$ cat src/sha1_message_digest_top_defines.svh
// ---------------------------------------------------------------------------
// SHA-1 digest assertion macros
// Shared concurrent assertion forms, clocked on clk and disabled in reset.
// ---------------------------------------------------------------------------
`ifndef SHA1_MESSAGE_DIGEST_TOP_DEFINES_SVH
`define SHA1_MESSAGE_DIGEST_TOP_DEFINES_SVH

// same-cycle implication
`define SHA1MD_ASSERT_IMP(lbl, ante, cons, msg) \
  lbl: assert property (@(posedge clk) disable iff (rst) (ante) |-> (cons)) \
    else $error(msg);

// next-cycle implication
`define SHA1MD_ASSERT_NXT(lbl, ante, cons, msg) \
  lbl: assert property (@(posedge clk) disable iff (rst) (ante) |=> (cons)) \
    else $error(msg);

`endif

$ cat src/sha1md_pkg.sv
// ---------------------------------------------------------------------------
// SHA-1 digest package
// Beat types, control struct and fixed constants of the SHA-1 digest block.
// ---------------------------------------------------------------------------
package sha1md_pkg;

  localparam int unsigned ROUNDS    = 80;
  localparam int unsigned WIN_DEPTH = 16;

  localparam logic [4:0][31:0] H_INIT = {
    32'hC3D2E1F0, 32'h10325476, 32'h98BADCFE, 32'hEFCDAB89, 32'h67452301
  };

  localparam logic [3:0][31:0] K_ROUND = {
    32'hCA62C1D6, 32'h8F1BBCDC, 32'h6ED9EBA1, 32'h5A827999
  };

  localparam logic [31:0] PAD_MARK = 32'h8000_0000;

  // 448 / 32: window slot of the high length word
  localparam logic [3:0] LEN_SLOT = 4'(448 / 32);
  localparam logic [3:0] LAST_SLOT = 4'((512 / 32) - 1);

  localparam logic [2:0] FULL_BYTES = 3'd4;
  localparam logic [2:0] LAST_INDEX = 3'd4;

  typedef struct packed {
    logic [31:0] data_word;
    logic [2:0]  byte_count;
    logic        last_word;
  } msg_t;

  typedef struct packed {
    logic [31:0] digest_word;
    logic [2:0]  digest_index;
    logic        digest_last;
  } dig_t;

  typedef struct packed {
    logic init;
    logic load;
    logic step;
    logic add;
  } core_ctrl_t;

endpackage

$ cat src/sha1_message_digest_top.sv
// ---------------------------------------------------------------------------
// SHA-1 message digest. A block's 16th word starts its 80 rounds, then the add into the chaining value.
// Message words are taken back to back while ready; ready drops while a block compresses.
// Last word: padding words per block, each block's rounds and add, then 5 digest beats.
// Reset (rst, synchronous): chaining value to the initial hash, counters cleared.
// ---------------------------------------------------------------------------
`include "sha1_message_digest_top_defines.svh"

module sha1_message_digest_top
  import sha1md_pkg::*;
(
  input  logic clk,
  input  logic rst,
  input  logic msg_valid,
  output logic msg_ready,
  input  msg_t msg,
  output logic dig_valid,
  input  logic dig_ready,
  output dig_t dig
);

  typedef enum logic [2:0] {S_IDLE, S_PAD, S_ROUND, S_ADD, S_OUT} state_t;

  state_t          state;
  logic [3:0]      pos;
  logic [6:0]      rnd;
  logic [63:0]     len;
  logic            marker;
  logic            hi_done;
  logic            len_done;
  logic            finishing;
  logic [2:0]      idx;

  logic            accept;
  logic            dig_fire;
  logic [2:0]      cnt_sat;
  logic [31:0]     merged;
  logic [31:0]     pad_word;
  logic            push_en;
  logic [31:0]     push_data;
  logic            block_full;
  logic [5:0]      len_add;
  logic [31:0]     w;
  logic [4:0][31:0] chain;
  core_ctrl_t      ctrl;

  assign msg_ready = (state == S_IDLE);
  assign accept    = msg_valid && msg_ready;
  assign dig_fire  = dig_valid && dig_ready;

  assign cnt_sat = (msg.byte_count > FULL_BYTES) ? FULL_BYTES : msg.byte_count;

  always_comb begin
    unique case (cnt_sat)
      3'd0:    merged = PAD_MARK;
      3'd1:    merged = {msg.data_word[31:24], 8'h80, 16'h0000};
      3'd2:    merged = {msg.data_word[31:16], 8'h80, 8'h00};
      3'd3:    merged = {msg.data_word[31:8], 8'h80};
      default: merged = msg.data_word;
    endcase
  end

  always_comb begin
    priority if (marker) begin
      pad_word = PAD_MARK;
    end else if (hi_done) begin
      pad_word = len[31:0];
    end else if (pos == LEN_SLOT) begin
      pad_word = len[63:32];
    end else begin
      pad_word = '0;
    end
  end

  assign push_en    = accept || (state == S_PAD);
  assign push_data  = accept ? (msg.last_word ? merged : msg.data_word) : pad_word;
  assign block_full = push_en && (pos == LAST_SLOT);
  assign len_add    = msg.last_word ? {cnt_sat, 3'b000} : 6'd32;

  assign ctrl.init = dig_fire && (idx == LAST_INDEX);
  assign ctrl.load = block_full;
  assign ctrl.step = (state == S_ROUND);
  assign ctrl.add  = (state == S_ADD);

  sha1md_sched u_sched (
    .clk  (clk),
    .shift(push_en || (state == S_ROUND)),
    .ext  (push_en),
    .data (push_data),
    .w    (w)
  );

  sha1md_core u_core (
    .clk  (clk),
    .rst  (rst),
    .ctrl (ctrl),
    .rnd  (rnd),
    .w    (w),
    .chain(chain)
  );

  always_comb begin
    dig.digest_index = idx;
    dig.digest_last  = (idx == LAST_INDEX);
    unique case (idx)
      3'd0:    dig.digest_word = chain[0];
      3'd1:    dig.digest_word = chain[1];
      3'd2:    dig.digest_word = chain[2];
      3'd3:    dig.digest_word = chain[3];
      default: dig.digest_word = chain[4];
    endcase
  end

  always_ff @(posedge clk) begin
    if (rst) begin
      state     <= S_IDLE;
      pos       <= '0;
      rnd       <= '0;
      len       <= '0;
      marker    <= 1'b0;
      hi_done   <= 1'b0;
      len_done  <= 1'b0;
      finishing <= 1'b0;
      idx       <= '0;
      dig_valid <= 1'b0;
    end else begin
      unique case (state)
        S_IDLE: begin
          if (accept) begin
            len <= len + 64'(len_add);
            pos <= pos + 4'd1;
            if (msg.last_word) begin
              finishing <= 1'b1;
              marker    <= (cnt_sat == FULL_BYTES);
            end
            if (block_full) begin
              state <= S_ROUND;
              rnd   <= '0;
            end else if (msg.last_word) begin
              state <= S_PAD;
            end
          end
        end
        S_PAD: begin
          pos <= pos + 4'd1;
          priority if (marker) begin
            marker <= 1'b0;
          end else if (hi_done) begin
            len_done <= 1'b1;
          end else if (pos == LEN_SLOT) begin
            hi_done <= 1'b1;
          end
          if (block_full) begin
            state <= S_ROUND;
            rnd   <= '0;
          end
        end
        S_ROUND: begin
          rnd <= rnd + 7'd1;
          if (rnd == 7'(ROUNDS - 1)) begin
            state <= S_ADD;
          end
        end
        S_ADD: begin
          if (len_done) begin
            state     <= S_OUT;
            dig_valid <= 1'b1;
            idx       <= '0;
          end else if (finishing) begin
            state <= S_PAD;
          end else begin
            state <= S_IDLE;
          end
        end
        S_OUT: begin
          if (dig_fire) begin
            if (idx == LAST_INDEX) begin
              dig_valid <= 1'b0;
              state     <= S_IDLE;
              len       <= '0;
              pos       <= '0;
              marker    <= 1'b0;
              hi_done   <= 1'b0;
              len_done  <= 1'b0;
              finishing <= 1'b0;
            end else begin
              idx <= idx + 3'd1;
            end
          end
        end
        default: begin
          state <= S_IDLE;
        end
      endcase
    end
  end

  `SHA1MD_ASSERT_IMP(a_no_overlap, msg_ready, !dig_valid, "input taken while digest pending")
  `SHA1MD_ASSERT_IMP(a_rnd_range, (state == S_ROUND), (rnd < 7'(ROUNDS)), "round count overrun")
  `SHA1MD_ASSERT_NXT(a_digest_start, ((state == S_ADD) && len_done),
    (dig_valid && (idx == 3'd0)), "digest not started after final block")
  `SHA1MD_ASSERT_NXT(a_digest_end, (dig_fire && (idx == LAST_INDEX)),
    (msg_ready && (pos == 4'd0) && (len == 64'd0)), "state not cleared after digest")
  `SHA1MD_ASSERT_IMP(a_len_at_wrap, (len_done && (state == S_PAD)), 1'b0,
    "padding continued after length word")

endmodule

$ cat src/sha1md_sched.sv
// ---------------------------------------------------------------------------
// SHA-1 message schedule
// 16-word shift window; takes message words, then expands W[t+16] per round.
// ---------------------------------------------------------------------------
module sha1md_sched
  import sha1md_pkg::*;
(
  input  logic        clk,
  input  logic        shift,
  input  logic        ext,
  input  logic [31:0] data,
  output logic [31:0] w
);

  logic [31:0] win [WIN_DEPTH];
  logic [31:0] mix;
  logic [31:0] new_w;

  assign mix   = win[13] ^ win[8] ^ win[2] ^ win[0];
  assign new_w = ext ? data : {mix[30:0], mix[31]};
  assign w     = win[0];

  always_ff @(posedge clk) begin
    if (shift) begin
      for (int i = 0; i < WIN_DEPTH - 1; i++) begin
        win[i] <= win[i+1];
      end
      win[WIN_DEPTH-1] <= new_w;
    end
  end

endmodule

$ cat src/sha1md_core.sv
// ---------------------------------------------------------------------------
// SHA-1 round unit
// Chaining value and a..e registers; one compression round per step.
// ---------------------------------------------------------------------------
module sha1md_core
  import sha1md_pkg::*;
(
  input  logic             clk,
  input  logic             rst,
  input  core_ctrl_t       ctrl,
  input  logic [6:0]       rnd,
  input  logic [31:0]      w,
  output logic [4:0][31:0] chain
);

  logic [31:0] a, b, c, d, e;
  logic [1:0]  stage;
  logic [31:0] f;
  logic [31:0] t;

  always_comb begin
    priority if (rnd < 7'd20) begin
      stage = 2'd0;
    end else if (rnd < 7'd40) begin
      stage = 2'd1;
    end else if (rnd < 7'd60) begin
      stage = 2'd2;
    end else begin
      stage = 2'd3;
    end
  end

  always_comb begin
    unique case (stage)
      2'd0:    f = (b & c) ^ (~b & d);
      2'd2:    f = (b & c) ^ (b & d) ^ (c & d);
      default: f = b ^ c ^ d;
    endcase
  end

  assign t = {a[26:0], a[31:27]} + f + e + K_ROUND[stage] + w;

  always_ff @(posedge clk) begin
    if (rst) begin
      chain <= H_INIT;
    end else if (ctrl.init) begin
      chain <= H_INIT;
    end else if (ctrl.add) begin
      chain[0] <= chain[0] + a;
      chain[1] <= chain[1] + b;
      chain[2] <= chain[2] + c;
      chain[3] <= chain[3] + d;
      chain[4] <= chain[4] + e;
    end
  end

  always_ff @(posedge clk) begin
    if (ctrl.load) begin
      a <= chain[0];
      b <= chain[1];
      c <= chain[2];
      d <= chain[3];
      e <= chain[4];
    end else if (ctrl.step) begin
      a <= t;
      b <= a;
      c <= {b[1:0], b[31:2]};
      d <= c;
      e <= d;
    end
  end

endmodule
$ cat config.mk
export PLATFORM = sky130hd
export DESIGN_NAME = sha1_message_digest_top
export DESIGN_NICKNAME = d
export VERILOG_FILES = /design/src/sha1md_pkg.sv /design/src/sha1_message_digest_top.sv /design/src/sha1md_sched.sv /design/src/sha1md_core.sv
export VERILOG_INCLUDE_DIRS = /design/src /design/src/src
export SDC_FILE = /design/constraint.sdc
export NUM_CORES = 2
export LEC_CHECK = 0
export ABC_AREA = 1
export BUFFER_PORTS_ARGS = -buffer_cell sky130_fd_sc_hd__buf_2
export CAP_MARGIN = 0
export CORE_MARGIN = 1.5
export CORE_UTILIZATION = 30
export DETAILED_ROUTE_END_ITERATION = 10
export GPL_TIMING_DRIVEN = 1
export PLACE_DENSITY = 0.45
export SYNTH_ARGS = -nofsm -noshare
export SYNTH_HDL_FRONTEND = slang
export SYNTH_SLANG_ARGS = --single-unit
$ cat constraint.sdc
create_clock -name clk -period 16.9 [get_ports clk]
set_input_delay 3.38 -clock clk [delete_from_list [all_inputs] [get_ports clk]]
set_output_delay 3.38 -clock clk [all_outputs]
set_load 0.02 [all_outputs]
Word-level counts from Yosys, hierarchy flattened
Memories as Yosys holds them, arrays and structs flattened.
Index checks and enable logic that the tools add are counted.

storage, ports and cells
  latch bits = 0
  output and inout bits = 38
  memory bits (writable) = 512
  bits in read-only memories = 0
  memories kept = 1
  logic and storage cells = 176
  register bits = 406
  bits of input ports = 40

memories
  name         words  width  rd ports  clocked after Yosys merged registers in  write ports  line                RTL
  u_sched.win  16     32     16        0                                        16           sha1md_sched.sv:15  logic [31:0] win [WIN_DEPTH];

cells by class
  equality and inequality tests = 27
  bitwise operators = 13
  muxes and demuxes = 70
  order comparisons = 5
  divide/modulo/power cells = 0
  add/sub/neg operators = 13
  reductions and logical operators = 27
  multipliers = 0
  shift operators = 0

operator list
  operator                                            number
  two-way mux 32 bit                                  17
  adder 32 bit                                        9
  case mux 32 bit (4 select lines)                    2
  XOR 32 bit                                          8
  two-way mux 64 bit                                  3
  AND 32 bit                                          4
  case mux 64 bit (2 select lines)                    1
  adder 64 x 6 -> 64 bit                              1
  binary-select mux 32 bit (select 2 bit)             1
  case mux 32 bit (2 select lines)                    1
  two-way mux 3 bit                                   12
  inverter 32 bit                                     1
  case mux 7 bit (3 select lines)                     1
  AND reduction 4 bit                                 5
  == test 3 x 2 -> 1 bit, second input constant       6
  two-way mux 1 bit                                   16
  case mux 3 bit (5 select lines)                     1
  AND reduction 5 bit                                 3
  < comparator 7 x 6 -> 1 bit, second input constant  2
  two-way mux 7 bit                                   2
  != test 2 bit, second input constant                7
  two-way mux 4 bit                                   3
  case mux 4 bit (3 select lines)                     1
  == test 3 x 1 -> 1 bit, second input constant       3
  other kinds (26)                                    45

Logic depth before layout (Yosys ltp)
  depth after elaboration = 12
  mapped depth = 30
  depth with buffers taken out = 30

Hierarchy
From an unflattened synthesis, not the netlist that was laid out.

unflattened totals
  cells, all modules = 6538
  area, all modules = 53591.4 um^2

modules (own cells, without submodules)
  module                   area an instance (um^2)  times used  seq. area each (um^2)  cells an instance
  sha1md_core              28891.5                  1           8007.7                 4295
  sha1md_sched             17994.8                  1           15374.7                1096
  sha1_message_digest_top  6705.2                   1           1661.6                 1147

Worst setup path after synthesis
No wires, ideal clock.

  kind = input to register
  start = input port msg_valid
  end = memory u_sched.win[0][0], enable pin
  setup slack = 0.834 ns
  data arrival time = 12.441 ns
  stages on the path = 6
  cells stage by stage = inv_1 > nor2_4 > nor2_4 > buf_2 > buf_1 > nand2_1

RTL lines
  element          line                           RTL
  start, declared  sha1_message_digest_top.sv:14  input logic msg_valid,
  end, declared    sha1md_sched.sv:15

==> impl_metrics.ini <==
[final_layout]
area_growth_pct = 12.9
seq_area_mm2 = 0.0250
nets = 6593
final_common_cell = nand2_1
layout-drive-gt1-share = 0.0527
fillers = 18200
final_cell_mix = nand2_1, inv_1, edfxtp_1
multiInputGateArea_mm2 = 0.0232

[timing]
hold_viol = 0
layout_min_cycle_time_ps = 8230
tightest_slew_ps = 1260
drv_slew = 0
clock_skew_ps = 81.5
grt_setup_unrepaired = no
finalSetupTns_ps = 0
fmax_mhz = 122
relSlewSlack = 0.137
setup_viol = 0
period_share = 0.487

[cts]
post_cts.repair.setup_buffers = 0
clock_sinks = 915
postCtsHoldBufs = 0
root_buffer = clkbuf_16
clkLatencyLatePin_ps = 780
cts_buffers = 107
cts_max_path_buffers = 3
cts_repair_resize_count = 0
cts_tree = yes
h-tree-depth = 3
path_clk_slew_ps = 60

[critical_path]
crit_path_max_incr_delay_ps = 1090
criticalPathCategory = reg2out
worst-path-buf-inv = 3
worst-endpoint-required_ps = 13520
start_kind = register
r2r_cells = 27
crit_path_end_kind = primary output
crit_fanout = 67
reg2reg_to = u_core.a[18]$_DFFE_PN_
cp_slowest_cell = dfxtp_2
worstReg2RegStart = rnd[4]$_SDFFE_PP0P_
startpoint = idx[2]$_SDFFE_PP0P_
reg2reg_slack_ps = 10330
critical-path-top-delay-family = compound AO/OA/AOI/OAI gates
arrival_ps = 4850
worstPathCellList = inv_2 -> buf_4 -> nand2_1 -> o22ai_1 -> a2111oi_0 -> a21oi_1 -> buf_2

[grt]
gr-total-overflow = 0
top_usage_layer = met2
grt_max_degree = 206
met1_usage = 0.307
grt_first_pass_wirelength_mm = 297
grt_pass1_vias = 42200
grt_use_met3 = 0.0277
grt_usage = 0.232
grt_antenna_before_repair = 3
use_met2 = 0.380

[worst_hold_path]
min-delay-start = u_sched.win[1][143]$_DFFE_PP_
worst_hold_path_type = reg2reg
hold_end = u_sched.win[1][111]$_DFFE_PP_
min_path_cells = 0

[synth]
synth-edff-count = 672
avgSynthCellArea_um2 = 8.49
synth_ff_type = edfxtp_1
synth_seq_area_share = 0.479
yosysTopAreaCell = edfxtp_1
synth.distinct_cells = 50
async_flop_share = 0
synth_area_leaders = edfxtp_1, nand2_1, dfxtp_1, inv_1, ha_1
yosys.area.top_type_share = 0.386
synthCells = 6154
ys_warn_count = 0
syn_nets = 6522
ys_ff_latch = 915
syn_area_mm2 = 0.0522

[pwr]
leakage_nw = 24.2
p_per_area_mw_per_mm2 = 106
vdd_drop_max_mv = 0.0893
p_total_w = 0.00624

[detailed_routing]
drc = 0
vias = 43200
via_per_inst = 5.01
dr.first_iter.drc_count = 3914
routed_wl_mm = 207
first_pass_iters = 6
ant_nets = 0
wire_per_inst_um = 24.0

[die]
die_w_um = 420
fp.dieH_um = 420
rows = 152
initial_core_util = 0.303
core_area_mm2 = 0.172
die_area_mm2 = 0.177
io-pin-count = 78

[placement]
place_congestion = 0.965
dp.final_hpwl_mm = 160
io_buffer_count = 77

[job]
max_cap_viol_count = 0

[status]
outcome = complete, no violations
[worst max-delay path by stage]
stage	to	depth (start not counted)
final	dig[22]	7
after floorplan	u_sched.win[0][0]$_DFFE_PP_	6
after detailed placement	dig[22]	7
after global routing	dig[22]	7
after global placement	dig[22]	7
after CTS	dig[22]	7
[synth_stat cells, types with 3 or more instances]
cell,n
a2111oi_0,11
xor2_1,64
a221oi_1,16
nor4_1,9
clkbuf_1,105
o221ai_1,21
ha_1,202
a211oi_1,9
a21boi_0,7
dfxtp_1,243
nor3_2,4
nor2_4,5
a31oi_1,27
nand2_1,1473
buf_2,29
inv_1,896
a21o_1,11
nor3b_1,6
inv_2,8
nand3b_1,19
o21bai_1,40
nand3_1,360
buf_1,17
fa_1,126
edfxtp_1,672
nor3_1,60
a2bb2oi_1,3
o21a_1,12
xnor2_1,84
o21ai_1,7
o21ai_0,393
o21ai_2,3
and3_1,3
buf_4,3
a22oi_1,6
a21oi_1,503
o22ai_1,17
or2_2,16
o211ai_1,11
nor2_1,538
nand4_1,99
[registers in the layout (all words and copies together), names as in the netlist, 3 cells and up]
name          cells
idx               3
len              61
pos               4
rnd               7
state             3
u_core.a         32
u_core.b         32
u_core.c         32
u_core.chain    160
u_core.d         32
u_core.e         32
u_sched.win     512
[metal layers]
layer  vias to the layer above  share of wire
li1                      20700              -
met1                     21000           0.44
met2                      1200           0.47
met3                       290          0.049
met4                         0          0.046
met5                         -              0
[report_power, final]
part           leakage [nW]  internal [W]  switching, W
registers              8.44       0.00288      0.000131
logic                  14.0      0.000235      0.000515
clock network          1.83       0.00143       0.00104
[final cells by class]
cell class	instances	share of cell area
diodes	2	0.0000848
clock buffers	142	0.0505
clock inverters	59	0.0130
inverters	904	0.0578
multi-input cells	4181	0.393
flip-flops and latches	915	0.424
well taps	2310	0.0490
repair buffers	116	0.0119
[logic make-up (layout without fill, tap and decap cells)]
family          after synthesis  after routing  synth area share
fa+ha+maj                   328            328            0.0967
simple gates               2600           2600             0.206
xor+xnor                    148            148            0.0248
buf+inv                    1058           1221            0.0769
other cells                   0              2                 0
compound gates             1105           1105             0.116
flops                       915            915             0.479
[per-stage QoR]
| step | utilization | setup slack, ps | hold WS (ps) | area, µm² | cells |
|---|---|---|---|---|---|
| finish | 0.342 | 8670 | 392 | 59000 | 8629 |
| global route | 0.342 | 8790 | 402 | 59000 | 8627 |
| detailed placement | 0.321 | 9450 | 405 | 55300 | 8426 |
| floorplan | - | 834 | 400 | 52200 | 6154 |
| global placement | 0.321 | 9530 | 400 | 55300 | 8426 |
| CTS | 0.342 | 8670 | 388 | 59000 | 8627 |
(Power assumes the default switching activity.)
